File: src/tsd_pkg.sv
package tsd_pkg;

   localparam int unsigned DATA_W      = 8;
   localparam int unsigned HDR_IDX_W   = 5;
   localparam int unsigned DIM_W       = 16;
   localparam int unsigned PIXELS_W    = 32;
   localparam int unsigned COLOR_W     = 24;
   localparam int unsigned RSP_DATA_W  = 80;
   localparam int unsigned RSP_FIELD_W = 75;

   localparam logic [HDR_IDX_W-1:0] HDR_TYPE_IDX  = 5'd2;
   localparam logic [HDR_IDX_W-1:0] HDR_FIXED_LEN = 5'd12;
   localparam logic [HDR_IDX_W-1:0] HDR_WIDTH_LO  = 5'd12;
   localparam logic [HDR_IDX_W-1:0] HDR_WIDTH_HI  = 5'd13;
   localparam logic [HDR_IDX_W-1:0] HDR_HEIGHT_LO = 5'd14;
   localparam logic [HDR_IDX_W-1:0] HDR_HEIGHT_HI = 5'd15;
   localparam logic [HDR_IDX_W-1:0] HDR_DEPTH     = 5'd16;
   localparam logic [HDR_IDX_W-1:0] HDR_DESC      = 5'd17;

   localparam logic [DATA_W-1:0] TYPE_RAW    = 8'd2;
   localparam logic [DATA_W-1:0] TYPE_RLE    = 8'd10;
   localparam logic [DATA_W-1:0] DEPTH_24    = 8'd24;
   localparam logic [DATA_W-1:0] DEPTH_32    = 8'd32;
   localparam logic [DATA_W-1:0] RUN_FLAG    = 8'd128;
   localparam logic [DATA_W-1:0] RUN_OFFSET  = 8'd127;

   typedef enum logic [2:0] {
      PH_HEADER,
      PH_RAW,
      PH_PKT_HDR,
      PH_PKT_RAW,
      PH_RUN,
      PH_DONE,
      PH_ERROR
   } phase_type;

   typedef enum logic [1:0] {
      KIND_PIXEL,
      KIND_INFO,
      KIND_ERROR
   } kind_type;

   typedef enum logic [1:0] {
      ERR_NONE,
      ERR_TYPE,
      ERR_SIZE,
      ERR_OVERFLOW
   } err_type;

   typedef struct packed {
      kind_type          kind;
      err_type           error_code;
      logic [7:0]        red;
      logic [7:0]        green;
      logic [7:0]        blue;
      logic [7:0]        alpha;
      logic [7:0]        repeat_res;
      logic              last_pixel;
      logic [DIM_W-1:0]  image_width;
      logic [DIM_W-1:0]  image_height;
      logic              has_alpha;
   } rsp_item_type;

   typedef struct packed {
      logic         valid;
      rsp_item_type item;
   } rsp_beat_type;

endpackage

File: src/tsd_core.sv
module tsd_core (
   input  logic                        clock,
   input  logic                        reset,
   input  logic                        in_accept,
   input  logic [tsd_pkg::DATA_W-1:0]  in_byte,
   input  logic                        in_start,
   output tsd_pkg::rsp_beat_type       result
);
   import tsd_pkg::*;

   phase_type              phase_ff, phase_in, phase_cur;
   logic [HDR_IDX_W-1:0]   hdr_idx_ff, hdr_idx_in, hdr_idx_cur;
   logic                   is_rle_ff, is_rle_in, is_rle_cur;
   logic [DIM_W-1:0]       width_ff, width_in, width_cur;
   logic [DIM_W-1:0]       height_ff, height_in, height_cur;
   logic                   four_ff, four_in, four_cur;
   logic [PIXELS_W-1:0]    pixels_ff, pixels_in, pixels_cur;
   logic [7:0]             packet_ff, packet_in, packet_cur;
   logic [1:0]             pbi_ff, pbi_in, pbi_cur;
   logic [COLOR_W-1:0]     color_ff, color_in, color_cur;

   logic                   px_done;
   logic [COLOR_W-1:0]     color_new;
   logic [1:0]             pbi_new;
   logic [7:0]             alpha_new;
   logic [PIXELS_W-1:0]    pix_dec;
   logic [7:0]             pkt_dec;
   logic [7:0]             run_rep;
   logic                   run_clip;
   logic [PIXELS_W-1:0]    run_left;
   logic                   hdr_ok;
   logic                   size_bad;
   rsp_item_type           pixel_item;

   // A file start clears the parser before the byte is taken.
   always_comb begin
      phase_cur   = in_start ? PH_HEADER : phase_ff;
      hdr_idx_cur = in_start ? '0 : hdr_idx_ff;
      is_rle_cur  = in_start ? 1'b0 : is_rle_ff;
      width_cur   = in_start ? '0 : width_ff;
      height_cur  = in_start ? '0 : height_ff;
      four_cur    = in_start ? 1'b0 : four_ff;
      pixels_cur  = in_start ? '0 : pixels_ff;
      packet_cur  = in_start ? '0 : packet_ff;
      pbi_cur     = in_start ? '0 : pbi_ff;
      color_cur   = in_start ? '0 : color_ff;
   end

   always_comb begin
      unique case (pbi_cur)
         2'd0: color_new = {16'h0000, in_byte};
         2'd1: color_new = color_cur | {8'h00, in_byte, 8'h00};
         2'd2: color_new = color_cur | {in_byte, 16'h0000};
         2'd3: color_new = color_cur;
         default: color_new = color_cur;
      endcase
      px_done   = four_cur ? (pbi_cur == 2'd3) : (pbi_cur >= 2'd2);
      pbi_new   = px_done ? 2'd0 : pbi_cur + 2'd1;
      alpha_new = four_cur ? in_byte : 8'h00;
      pix_dec   = pixels_cur - {{(PIXELS_W-1){1'b0}}, 1'b1};
      pkt_dec   = packet_cur - 8'd1;
      run_clip  = {{(PIXELS_W-8){1'b0}}, packet_cur} > pixels_cur;
      run_rep   = run_clip ? pixels_cur[7:0] : packet_cur;
      run_left  = pixels_cur - {{(PIXELS_W-8){1'b0}}, run_rep};
      hdr_ok    = (hdr_idx_cur == HDR_TYPE_IDX) ? (in_byte == TYPE_RAW || in_byte == TYPE_RLE)
                                                : (in_byte == 8'h00);
      size_bad  = (width_cur == '0) || (height_cur == '0) ||
                  (in_byte != DEPTH_24 && in_byte != DEPTH_32);

      pixel_item              = '0;
      pixel_item.kind         = KIND_PIXEL;
      pixel_item.error_code   = ERR_NONE;
      pixel_item.red          = color_new[23:16];
      pixel_item.green        = color_new[15:8];
      pixel_item.blue         = color_new[7:0];
      pixel_item.alpha        = alpha_new;
      pixel_item.repeat_res   = 8'd1;
      pixel_item.has_alpha    = four_cur;
   end

   always_comb begin
      phase_in   = phase_cur;
      hdr_idx_in = hdr_idx_cur;
      is_rle_in  = is_rle_cur;
      width_in   = width_cur;
      height_in  = height_cur;
      four_in    = four_cur;
      pixels_in  = pixels_cur;
      packet_in  = packet_cur;
      pbi_in     = pbi_cur;
      color_in   = color_cur;
      result     = '0;

      unique case (phase_cur)
         PH_HEADER: begin
            if (hdr_idx_cur < HDR_FIXED_LEN) begin
               if (hdr_idx_cur == HDR_TYPE_IDX) begin
                  is_rle_in = (in_byte == TYPE_RLE);
               end
               if (!hdr_ok) begin
                  phase_in                = PH_ERROR;
                  result.valid            = 1'b1;
                  result.item.kind        = KIND_ERROR;
                  result.item.error_code  = ERR_TYPE;
               end else begin
                  hdr_idx_in = hdr_idx_cur + 5'd1;
               end
            end else if (hdr_idx_cur == HDR_WIDTH_LO) begin
               width_in   = {8'h00, in_byte};
               hdr_idx_in = HDR_WIDTH_HI;
            end else if (hdr_idx_cur == HDR_WIDTH_HI) begin
               width_in   = width_cur | {in_byte, 8'h00};
               hdr_idx_in = HDR_HEIGHT_LO;
            end else if (hdr_idx_cur == HDR_HEIGHT_LO) begin
               height_in  = {8'h00, in_byte};
               hdr_idx_in = HDR_HEIGHT_HI;
            end else if (hdr_idx_cur == HDR_HEIGHT_HI) begin
               height_in  = height_cur | {in_byte, 8'h00};
               hdr_idx_in = HDR_DEPTH;
            end else if (hdr_idx_cur == HDR_DEPTH) begin
               four_in      = (in_byte == DEPTH_32);
               result.valid = 1'b1;
               if (size_bad) begin
                  phase_in               = PH_ERROR;
                  result.item.kind       = KIND_ERROR;
                  result.item.error_code = ERR_SIZE;
               end else begin
                  pixels_in                = {{(PIXELS_W-DIM_W){1'b0}}, width_cur} *
                                             {{(PIXELS_W-DIM_W){1'b0}}, height_cur};
                  hdr_idx_in               = HDR_DESC;
                  result.item.kind         = KIND_INFO;
                  result.item.image_width  = width_cur;
                  result.item.image_height = height_cur;
                  result.item.has_alpha    = (in_byte == DEPTH_32);
               end
            end else begin
               phase_in = is_rle_cur ? PH_PKT_HDR : PH_RAW;
               pbi_in   = '0;
            end
         end
         PH_RAW: begin
            pbi_in   = pbi_new;
            color_in = color_new;
            if (px_done) begin
               pixels_in                  = pix_dec;
               result.valid               = 1'b1;
               result.item                = pixel_item;
               result.item.last_pixel     = (pix_dec == '0);
               if (pix_dec == '0) begin
                  phase_in = PH_DONE;
               end
            end
         end
         PH_PKT_HDR: begin
            pbi_in = '0;
            if (in_byte < RUN_FLAG) begin
               packet_in = in_byte + 8'd1;
               phase_in  = PH_PKT_RAW;
            end else begin
               packet_in = in_byte - RUN_OFFSET;
               phase_in  = PH_RUN;
            end
         end
         PH_PKT_RAW: begin
            pbi_in   = pbi_new;
            color_in = color_new;
            if (px_done) begin
               pixels_in              = pix_dec;
               packet_in              = pkt_dec;
               result.valid           = 1'b1;
               result.item            = pixel_item;
               result.item.last_pixel = (pix_dec == '0);
               if (pix_dec == '0) begin
                  phase_in = PH_DONE;
                  if (pkt_dec != 8'd0) begin
                     result.item.error_code = ERR_OVERFLOW;
                  end
               end else if (pkt_dec == 8'd0) begin
                  phase_in = PH_PKT_HDR;
               end
            end
         end
         PH_RUN: begin
            pbi_in   = pbi_new;
            color_in = color_new;
            if (px_done) begin
               pixels_in              = run_left;
               packet_in              = 8'd0;
               phase_in               = (run_left == '0) ? PH_DONE : PH_PKT_HDR;
               result.valid           = 1'b1;
               result.item            = pixel_item;
               result.item.repeat_res = run_rep;
               result.item.last_pixel = (run_left == '0);
               result.item.error_code = run_clip ? ERR_OVERFLOW : ERR_NONE;
            end
         end
         PH_DONE, PH_ERROR: begin
         end
         default: begin
         end
      endcase

      if (!in_accept) begin
         result.valid = 1'b0;
      end
   end

   always_ff @(posedge clock) begin
      if (reset) begin
         phase_ff   <= PH_HEADER;
         hdr_idx_ff <= '0;
         is_rle_ff  <= 1'b0;
         width_ff   <= '0;
         height_ff  <= '0;
         four_ff    <= 1'b0;
         pixels_ff  <= '0;
         packet_ff  <= '0;
         pbi_ff     <= '0;
         color_ff   <= '0;
      end else if (in_accept) begin
         phase_ff   <= phase_in;
         hdr_idx_ff <= hdr_idx_in;
         is_rle_ff  <= is_rle_in;
         width_ff   <= width_in;
         height_ff  <= height_in;
         four_ff    <= four_in;
         pixels_ff  <= pixels_in;
         packet_ff  <= packet_in;
         pbi_ff     <= pbi_in;
         color_ff   <= color_in;
      end
   end

endmodule

File: src/tsd_out_buf.sv
module tsd_out_buf (
   input  logic                   clock,
   input  logic                   reset,
   input  tsd_pkg::rsp_beat_type  load,
   output logic                   load_ready,
   output logic                   out_valid,
   input  logic                   out_ready,
   output tsd_pkg::rsp_item_type  out_item
);
   import tsd_pkg::*;

   logic         full_ff;
   rsp_item_type item_ff;

   assign load_ready = !full_ff || out_ready;
   assign out_valid  = full_ff;
   assign out_item   = item_ff;

   always_ff @(posedge clock) begin
      if (reset) begin
         full_ff <= 1'b0;
      end else if (load.valid) begin
         full_ff <= 1'b1;
      end else if (out_ready) begin
         full_ff <= 1'b0;
      end
   end

   always_ff @(posedge clock) begin
      if (load.valid) begin
         item_ff <= load.item;
      end
   end

endmodule

File: src/tga_stream_decoder_top.sv
// Streaming decoder for true-color TGA files, type 2 (raw) and type 10 (RLE), at 24 or 32
// bits per pixel. The file enters one byte per transaction, and a new byte is taken in every
// cycle: each byte is decoded by the parser in the cycle it is accepted, and any result lands
// in a single output register, so a byte gives its result in the next cycle. The input stalls
// only while that register is full and the result is not being taken. Raise the start flag
// on the first byte of each file. One info transaction is produced by the depth byte, the
// seventeenth of the 18-byte header; pixels then come one per transaction, and an RLE run
// comes as a single transaction with its repeat count. Errors stop decoding until the next
// file start.
module tga_stream_decoder_top (
   input  logic         clock,
   input  logic         reset,
   input  logic         req_tvalid,
   output logic         req_tready,
   input  logic [7:0]   req_tdata,   // data_byte
   input  logic         req_tuser,   // file_start
   output logic         rsp_tvalid,
   input  logic         rsp_tready,
   // error_code, red, green, blue, alpha, repeat_res, image_width, image_height,
   // has_alpha, zero fill
   output logic [79:0]  rsp_tdata,
   output logic [1:0]   rsp_tuser,   // kind
   output logic         rsp_tlast    // last_pixel
);
   import tsd_pkg::*;

   logic         accept;
   rsp_beat_type beat;
   rsp_item_type item;

   assign accept = req_tvalid && req_tready;

   tsd_core u_core (
      .clock     (clock),
      .reset     (reset),
      .in_accept (accept),
      .in_byte   (req_tdata),
      .in_start  (req_tuser),
      .result    (beat)
   );

   tsd_out_buf u_out_buf (
      .clock      (clock),
      .reset      (reset),
      .load       (beat),
      .load_ready (req_tready),
      .out_valid  (rsp_tvalid),
      .out_ready  (rsp_tready),
      .out_item   (item)
   );

   assign rsp_tuser = item.kind;
   assign rsp_tlast = item.last_pixel;
   assign rsp_tdata = {{(RSP_DATA_W-RSP_FIELD_W){1'b0}},
                       item.has_alpha,
                       item.image_height,
                       item.image_width,
                       item.repeat_res,
                       item.alpha,
                       item.blue,
                       item.green,
                       item.red,
                       item.error_code};

endmodule

File: config.mk
export PLATFORM = sky130hd
export DESIGN_NAME = tga_stream_decoder_top
export DESIGN_NICKNAME = d
export VERILOG_FILES = /design/src/tsd_pkg.sv /design/src/tsd_core.sv /design/src/tsd_out_buf.sv /design/src/tga_stream_decoder_top.sv
export SDC_FILE = /design/constraint.sdc
export NUM_CORES = 1
export LEC_CHECK = 0
export ABC_AREA = 1
export ABC_CLOCK_PERIOD_IN_PS = 12300
export BUFFER_PORTS_ARGS = -buffer_cell sky130_fd_sc_hd__buf_2
export CORE_MARGIN = 2
export CORE_UTILIZATION = 50
export DETAILED_ROUTE_END_ITERATION = 7
export PLACE_DENSITY_LB_ADDON = 0.3
export SYNTH_ARGS = -nofsm -noshare
export SYNTH_HDL_FRONTEND = slang
export SYNTH_SLANG_ARGS = --single-unit
File: constraint.sdc
create_clock -name clock -period 12.3 [get_ports clock]
set_input_delay 2.46 -clock clock [delete_from_list [all_inputs] [get_ports clock]]
set_output_delay 2.46 -clock clock [all_outputs]
set_load 0.01 [all_outputs]
# Word level (Yosys, flattened, before mapping)
# Index checks and enable logic that the tools add are counted.
# word_totals
ff_bits,187
latch_bits,0
ramBits,0
mem_bits_ro,0
elab_cells,188
mem_count,0
# op_classes
add_sub_neg,7
mul,1
div,0
order_cmp,4
n_eq_ne,18
shifts,0
muxes,113
n_bitwise,4
reduce_logical,19
# ops
op,n
32-bit two-way mux,10
79-bit two-way mux,3
33-bit two-way mux,7
16-bit two-way mux,12
33-bit case mux with 4 select lines,1
41-bit case mux with 3 select lines,1
24-bit case mux with 4 select lines,1
32-bit case mux with 3 select lines,1
5-bit two-way mux,17
32-bit zero test,2
3-bit two-way mux,17
24-bit two-way mux,2
8-bit two-way mux,6
8-bit by 32-bit > comparator with 1-bit output,1
16-bit zero test,2
16-bit by 16-bit multiplier with 32-bit output,1
16-bit OR,2
32-bit by 1-bit subtractor with 32-bit output (second input constant),1
32-bit by 8-bit subtractor with 32-bit output,1
2-bit two-way mux,14
24-bit by 16-bit OR with 24-bit output,1
24-bit OR,1
8-bit case mux with 3 select lines,1
5-bit by 4-bit == test with 1-bit output (second input constant),4
other kinds (34),57

# Depth between registers and ports, before layout
# logic_depth
ltp_word,14
mapped_depth,39
ltp_nobuf,34

# Modules after synthesis
# Synthesis repeated with hierarchy kept, for this count alone.
# unflattened
hier_cells,3127
hier_area_um2,21863.5
# modules_own_cells
mod,instances,cells_per_inst,area_per_inst_um2,seq_area_each_um2
tsd_core,1,3036,19429.9,2162.1
tsd_out_buf,1,83,2384.8,2362.3
tga_stream_decoder_top,1,8,48.8,0.0

# Least setup slack after synthesis
# No wires, ideal clock.
# synth_timing
path_kind,input to register
from,input req_tuser
to,register u_core.pixels_ff[30]
t_arrival_ns,8.137
required_ns,12.190
path_slack_ns,4.053
path_stages,34
path_cell_list,buf_6 > inv_4 > buf_8 > buf_6 > nand2_1 > inv_1 > clkbuf_1 > nand2_1 > fa_1 > inv_1 > fa_1 > inv_1 > fa_1 > inv_1 > fa_1 > fa_1 > inv_1 > fa_1 > inv_1 > ha_1 > nand2_1 > nor2_1 > inv_1 > nor3_1 > nand3_1 > nand3_1 > a21o_1 > nand2_1 > nand2_1 > nand2_1 > nand3_1 > o211ai_1 > nand2_1 > inv_1
# synth_via
elab_chain_len,12
elab_cells_between_ends,41
classes_between,2 x add/sub; 1 x mul; 3 x order compare; 9 x eq/ne; 20 x mux; 6 x reduce/logical
# synth_rtl
element,line_no,source
"start, declared",tga_stream_decoder_top.sv:16,"input logic req_tuser,"
branches (longest 11 deep; another with 16-bit by 16-bit multiplier with 32-bit output),--,
32-bit case mux with 3 select lines (*),tsd_core.sv:94,unique case (phase_cur)
"end signal, assigned",tsd_core.sv:227,pixels_ff <= pixels_in;
"end, declared",tsd_core.sv:17,"logic [PIXELS_W-1:0] pixels_ff, pixels_in, pixels_cur;"
# Every way passes the cells marked *.
# A chain may end at the register's enable or synchronous reset.

# Worst setup path in the final report
# layout_timing
from,input req_tuser
to,register u_core.pixels_ff[12]
# Same word-level chain as after synthesis.

==> impl_metrics.ini <==
[floorplan]
die-area_sq_mm = 0.0438
ios = 98
die_h_um = 209
start_util = 0.505
core_sq_mm = 0.0418
rows = 75
dieWidth_um = 209

[timing]
max_slew_margin = 0.347
clock.fmax_mhz = 105
finalHoldViolCount = 0
setup_viol = 0
worstMarginPinSlew_ps = 975
finalCritPeriodShare = 0.773
rsz0062_at_grt = false
maxSlewViolCount = 0
final.setup.tns_ps = 0
finClkSkew_ps = 13.3
fin_ws_ps = 2790
period_needed_ps = 9510

[layout]
areaGrowthSynthToFinish_pct = 6.45
multiInputGateArea_sq_mm = 0.0142
diodes = 0
postLayoutCoreUtil = 0.537
nets = 3272
drive_gt1_frac = 0.0793
fillers = 4079
layoutNonFillerInstCount = 3478
regArea_sq_mm = 0.00452

[placed_design]
hpwl_mm = 60.5
placedCellCount = 3446
gp_congestion = 1.04
port_buffers = 92
post-place-ws_ps = 2500

[setup_path]
worstPathMaxFanout = 69
start_kind = primary input
critPathCaptureType = flip-flop
arrival_ps = 9870
path_class = primary input to flip-flop
required_ps = 12660

[clock_network]
cts_sinks = 187
cts_resized = 0
cts_tree = yes
htree_levels = 4
path_clk_slew_ps = 80
postCtsSetupBuffers = 0
insertion_delay_ps = 470
cts_made_buffers = 17
ctsHoldBuffers = 0
clockBufferDepth = 2
cts-root-buf = clkbuf_16

[route]
wl_mm = 77.4
vias = 20482
wl_per_cell_um = 22.3
drt-vias-per-instance = 5.89
drtAntennaViolNets = 0
drc_errors = 0
first_iter_violations = 2027
drtPass1Iterations = 5

[synth]
synth_area_sq_mm = 0.0211
ys_seq_elements = 187
synth_common_cells = nand2_1, inv_1, nor2_1
synth_top_family_by_area = adder cells
ys.flop_type = dfxtp_1
synth_compound_area_frac = 0.136
yosysWarnings = 0
synth_fa_ha_area_frac = 0.267
synth.distinct_cells = 59
syn_inst = 2913
ys_seq_area_frac = 0.215
muxShareOfSynthArea = 0
yosys-top-cells-area = fa_1, nand2_1, edfxtp_1, dfxtp_1, ha_1
synth-edff-count = 78
synth-xor-area-share = 0.0170
async_flop_share = 0
synth_area_per_cell_sq_um = 7.23
synth_simple_gate_area_frac = 0.254
yosys.cell_count.top_type = nand2_1
synth_top_area_frac = 0.185
yosysTopAreaCell = fa_1

[global_routing]
grt_antenna_before_repair = 0
use_met3 = 0.0551
grt_overflow_total = 0
grt_max_degree = 89
first_global_vias = 19949
top_usage_layer = met2
use_met1 = 0.474
grt_first_pass_wirelength_mm = 120
gr-usage-all-layers = 0.359
grt_use_met2 = 0.576

[power]
leakagePower_nw = 11.0
p_per_area_mw_per_mm2 = 90.0
p_total_mw = 2.02
vdd_ir_drop_max_v = 0.0000752

[run]
maxCapViolations = 0

[worst_hold_path]
hp-class = flip-flop to flip-flop

[status]
status = finished clean
-- final cells by class --
type | count | share of cell area
clock buffer | 18 | 0.0201
clock inverter | 14 | 0.00798
inverter | 472 | 0.0792
multi-input combinational | 2138 | 0.634
sequential | 187 | 0.202
tap | 539 | 0.0301
timing repair buffer | 110 | 0.0266
-- state kept, by name, summed over array words and instances (netlist names) --
register	count
u_core.color_ff	24
u_core.height_ff	16
u_core.hdr_idx_ff	5
u_core.is_rle_ff	1
u_core.pbi_ff	2
u_core.four_ff	1
u_core.width_ff	16
u_core.packet_ff	8
u_core.pixels_ff	32
u_out_buf.out_item	78
u_out_buf.out_valid	1
u_core.phase_ff	3
-- worst paths after layout --
path / startpoint / endpoint / slack (ps) / cells past startpoint
max: req_tuser / u_core.pixels_ff[12] / 2790 / 24
min: u_core.packet_ff[5] / u_core.packet_ff[5] / 470 / 2
max reg2reg: u_core.width_ff[10] / u_core.pixels_ff[12] / 5640 / 21
min reg2reg: u_core.packet_ff[5] / u_core.packet_ff[5] / 470 / 2
-- critical path, stage by stage --
cell       delay, ps
buf_2            100
buf_4            250
inv_4            580
nand2_1          490
inv_1            580
nand2_1          160
fa_1             540
fa_1             590
fa_1             450
fa_1             550
inv_1             50
fa_1             470
inv_1             50
fa_1             490
inv_1             70
ha_1             340
nand2_1          160
inv_1             70
a21oi_1          300
nand2_1          200
xnor2_1          460
o2111ai_1        200
o211ai_1         130
inv_1             60
-- power breakdown --
part | internal (mW) | switching (mW) | leakage [nW] | total (mW)
registers | 0.690 | 0.0310 | 1.69 | 0.721
logic | 0.194 | 0.508 | 9.02 | 0.702
clock network | 0.290 | 0.307 | 0.301 | 0.597
-- layer usage --
layer	part of all wire	up-vias
li1	-	9362
met1	0.41	9867
met2	0.46	1049
met3	0.078	204
met4	0.055	0
met5	0	-
-- cells by family (layout without fill, tap and decap cells) --
kind of cell             Yosys count  after routing
other                              1              5
AO/OA/AOI/OAI                    484            484
XOR/XNOR                          41             41
flip-flops                       187            187
adder cells (fa/ha/maj)          333            333
AND/OR/NAND/NOR                 1275           1275
buffers and inverters            592            614
-- placed cells by master (no fill, tap or decap), drive strengths merged, types with 3 or more instances in the layout --
master   instances
dfxtp          109
conb             5
a22o            11
nand2          676
a22oi            3
inv            473
xnor2           12
a21oi          139
ha             138
o21ai          184
nand3          128
nor2           400
fa             195
o211ai          31
nor3            30
a31oi           34
a211oi          17
a221oi           5
xor2            29
clkbuf          18
o22ai            7
o221ai          18
a21o             8
nand4           31
o2111ai          3
nor4             5
a32oi            9
or2              3
buf            110
edfxtp          78
clkinv          12
-- per-stage QoR --
step | instance area [sq um] | hold WS [ps]
global placement | 21800 | 450
detailed placement | 21800 | 458
CTS | 22400 | 472
finish | 22400 | 474
floorplan | 21100 | 441
global route | 22400 | 495
Note: power is estimated with default switching activity, not from simulation.
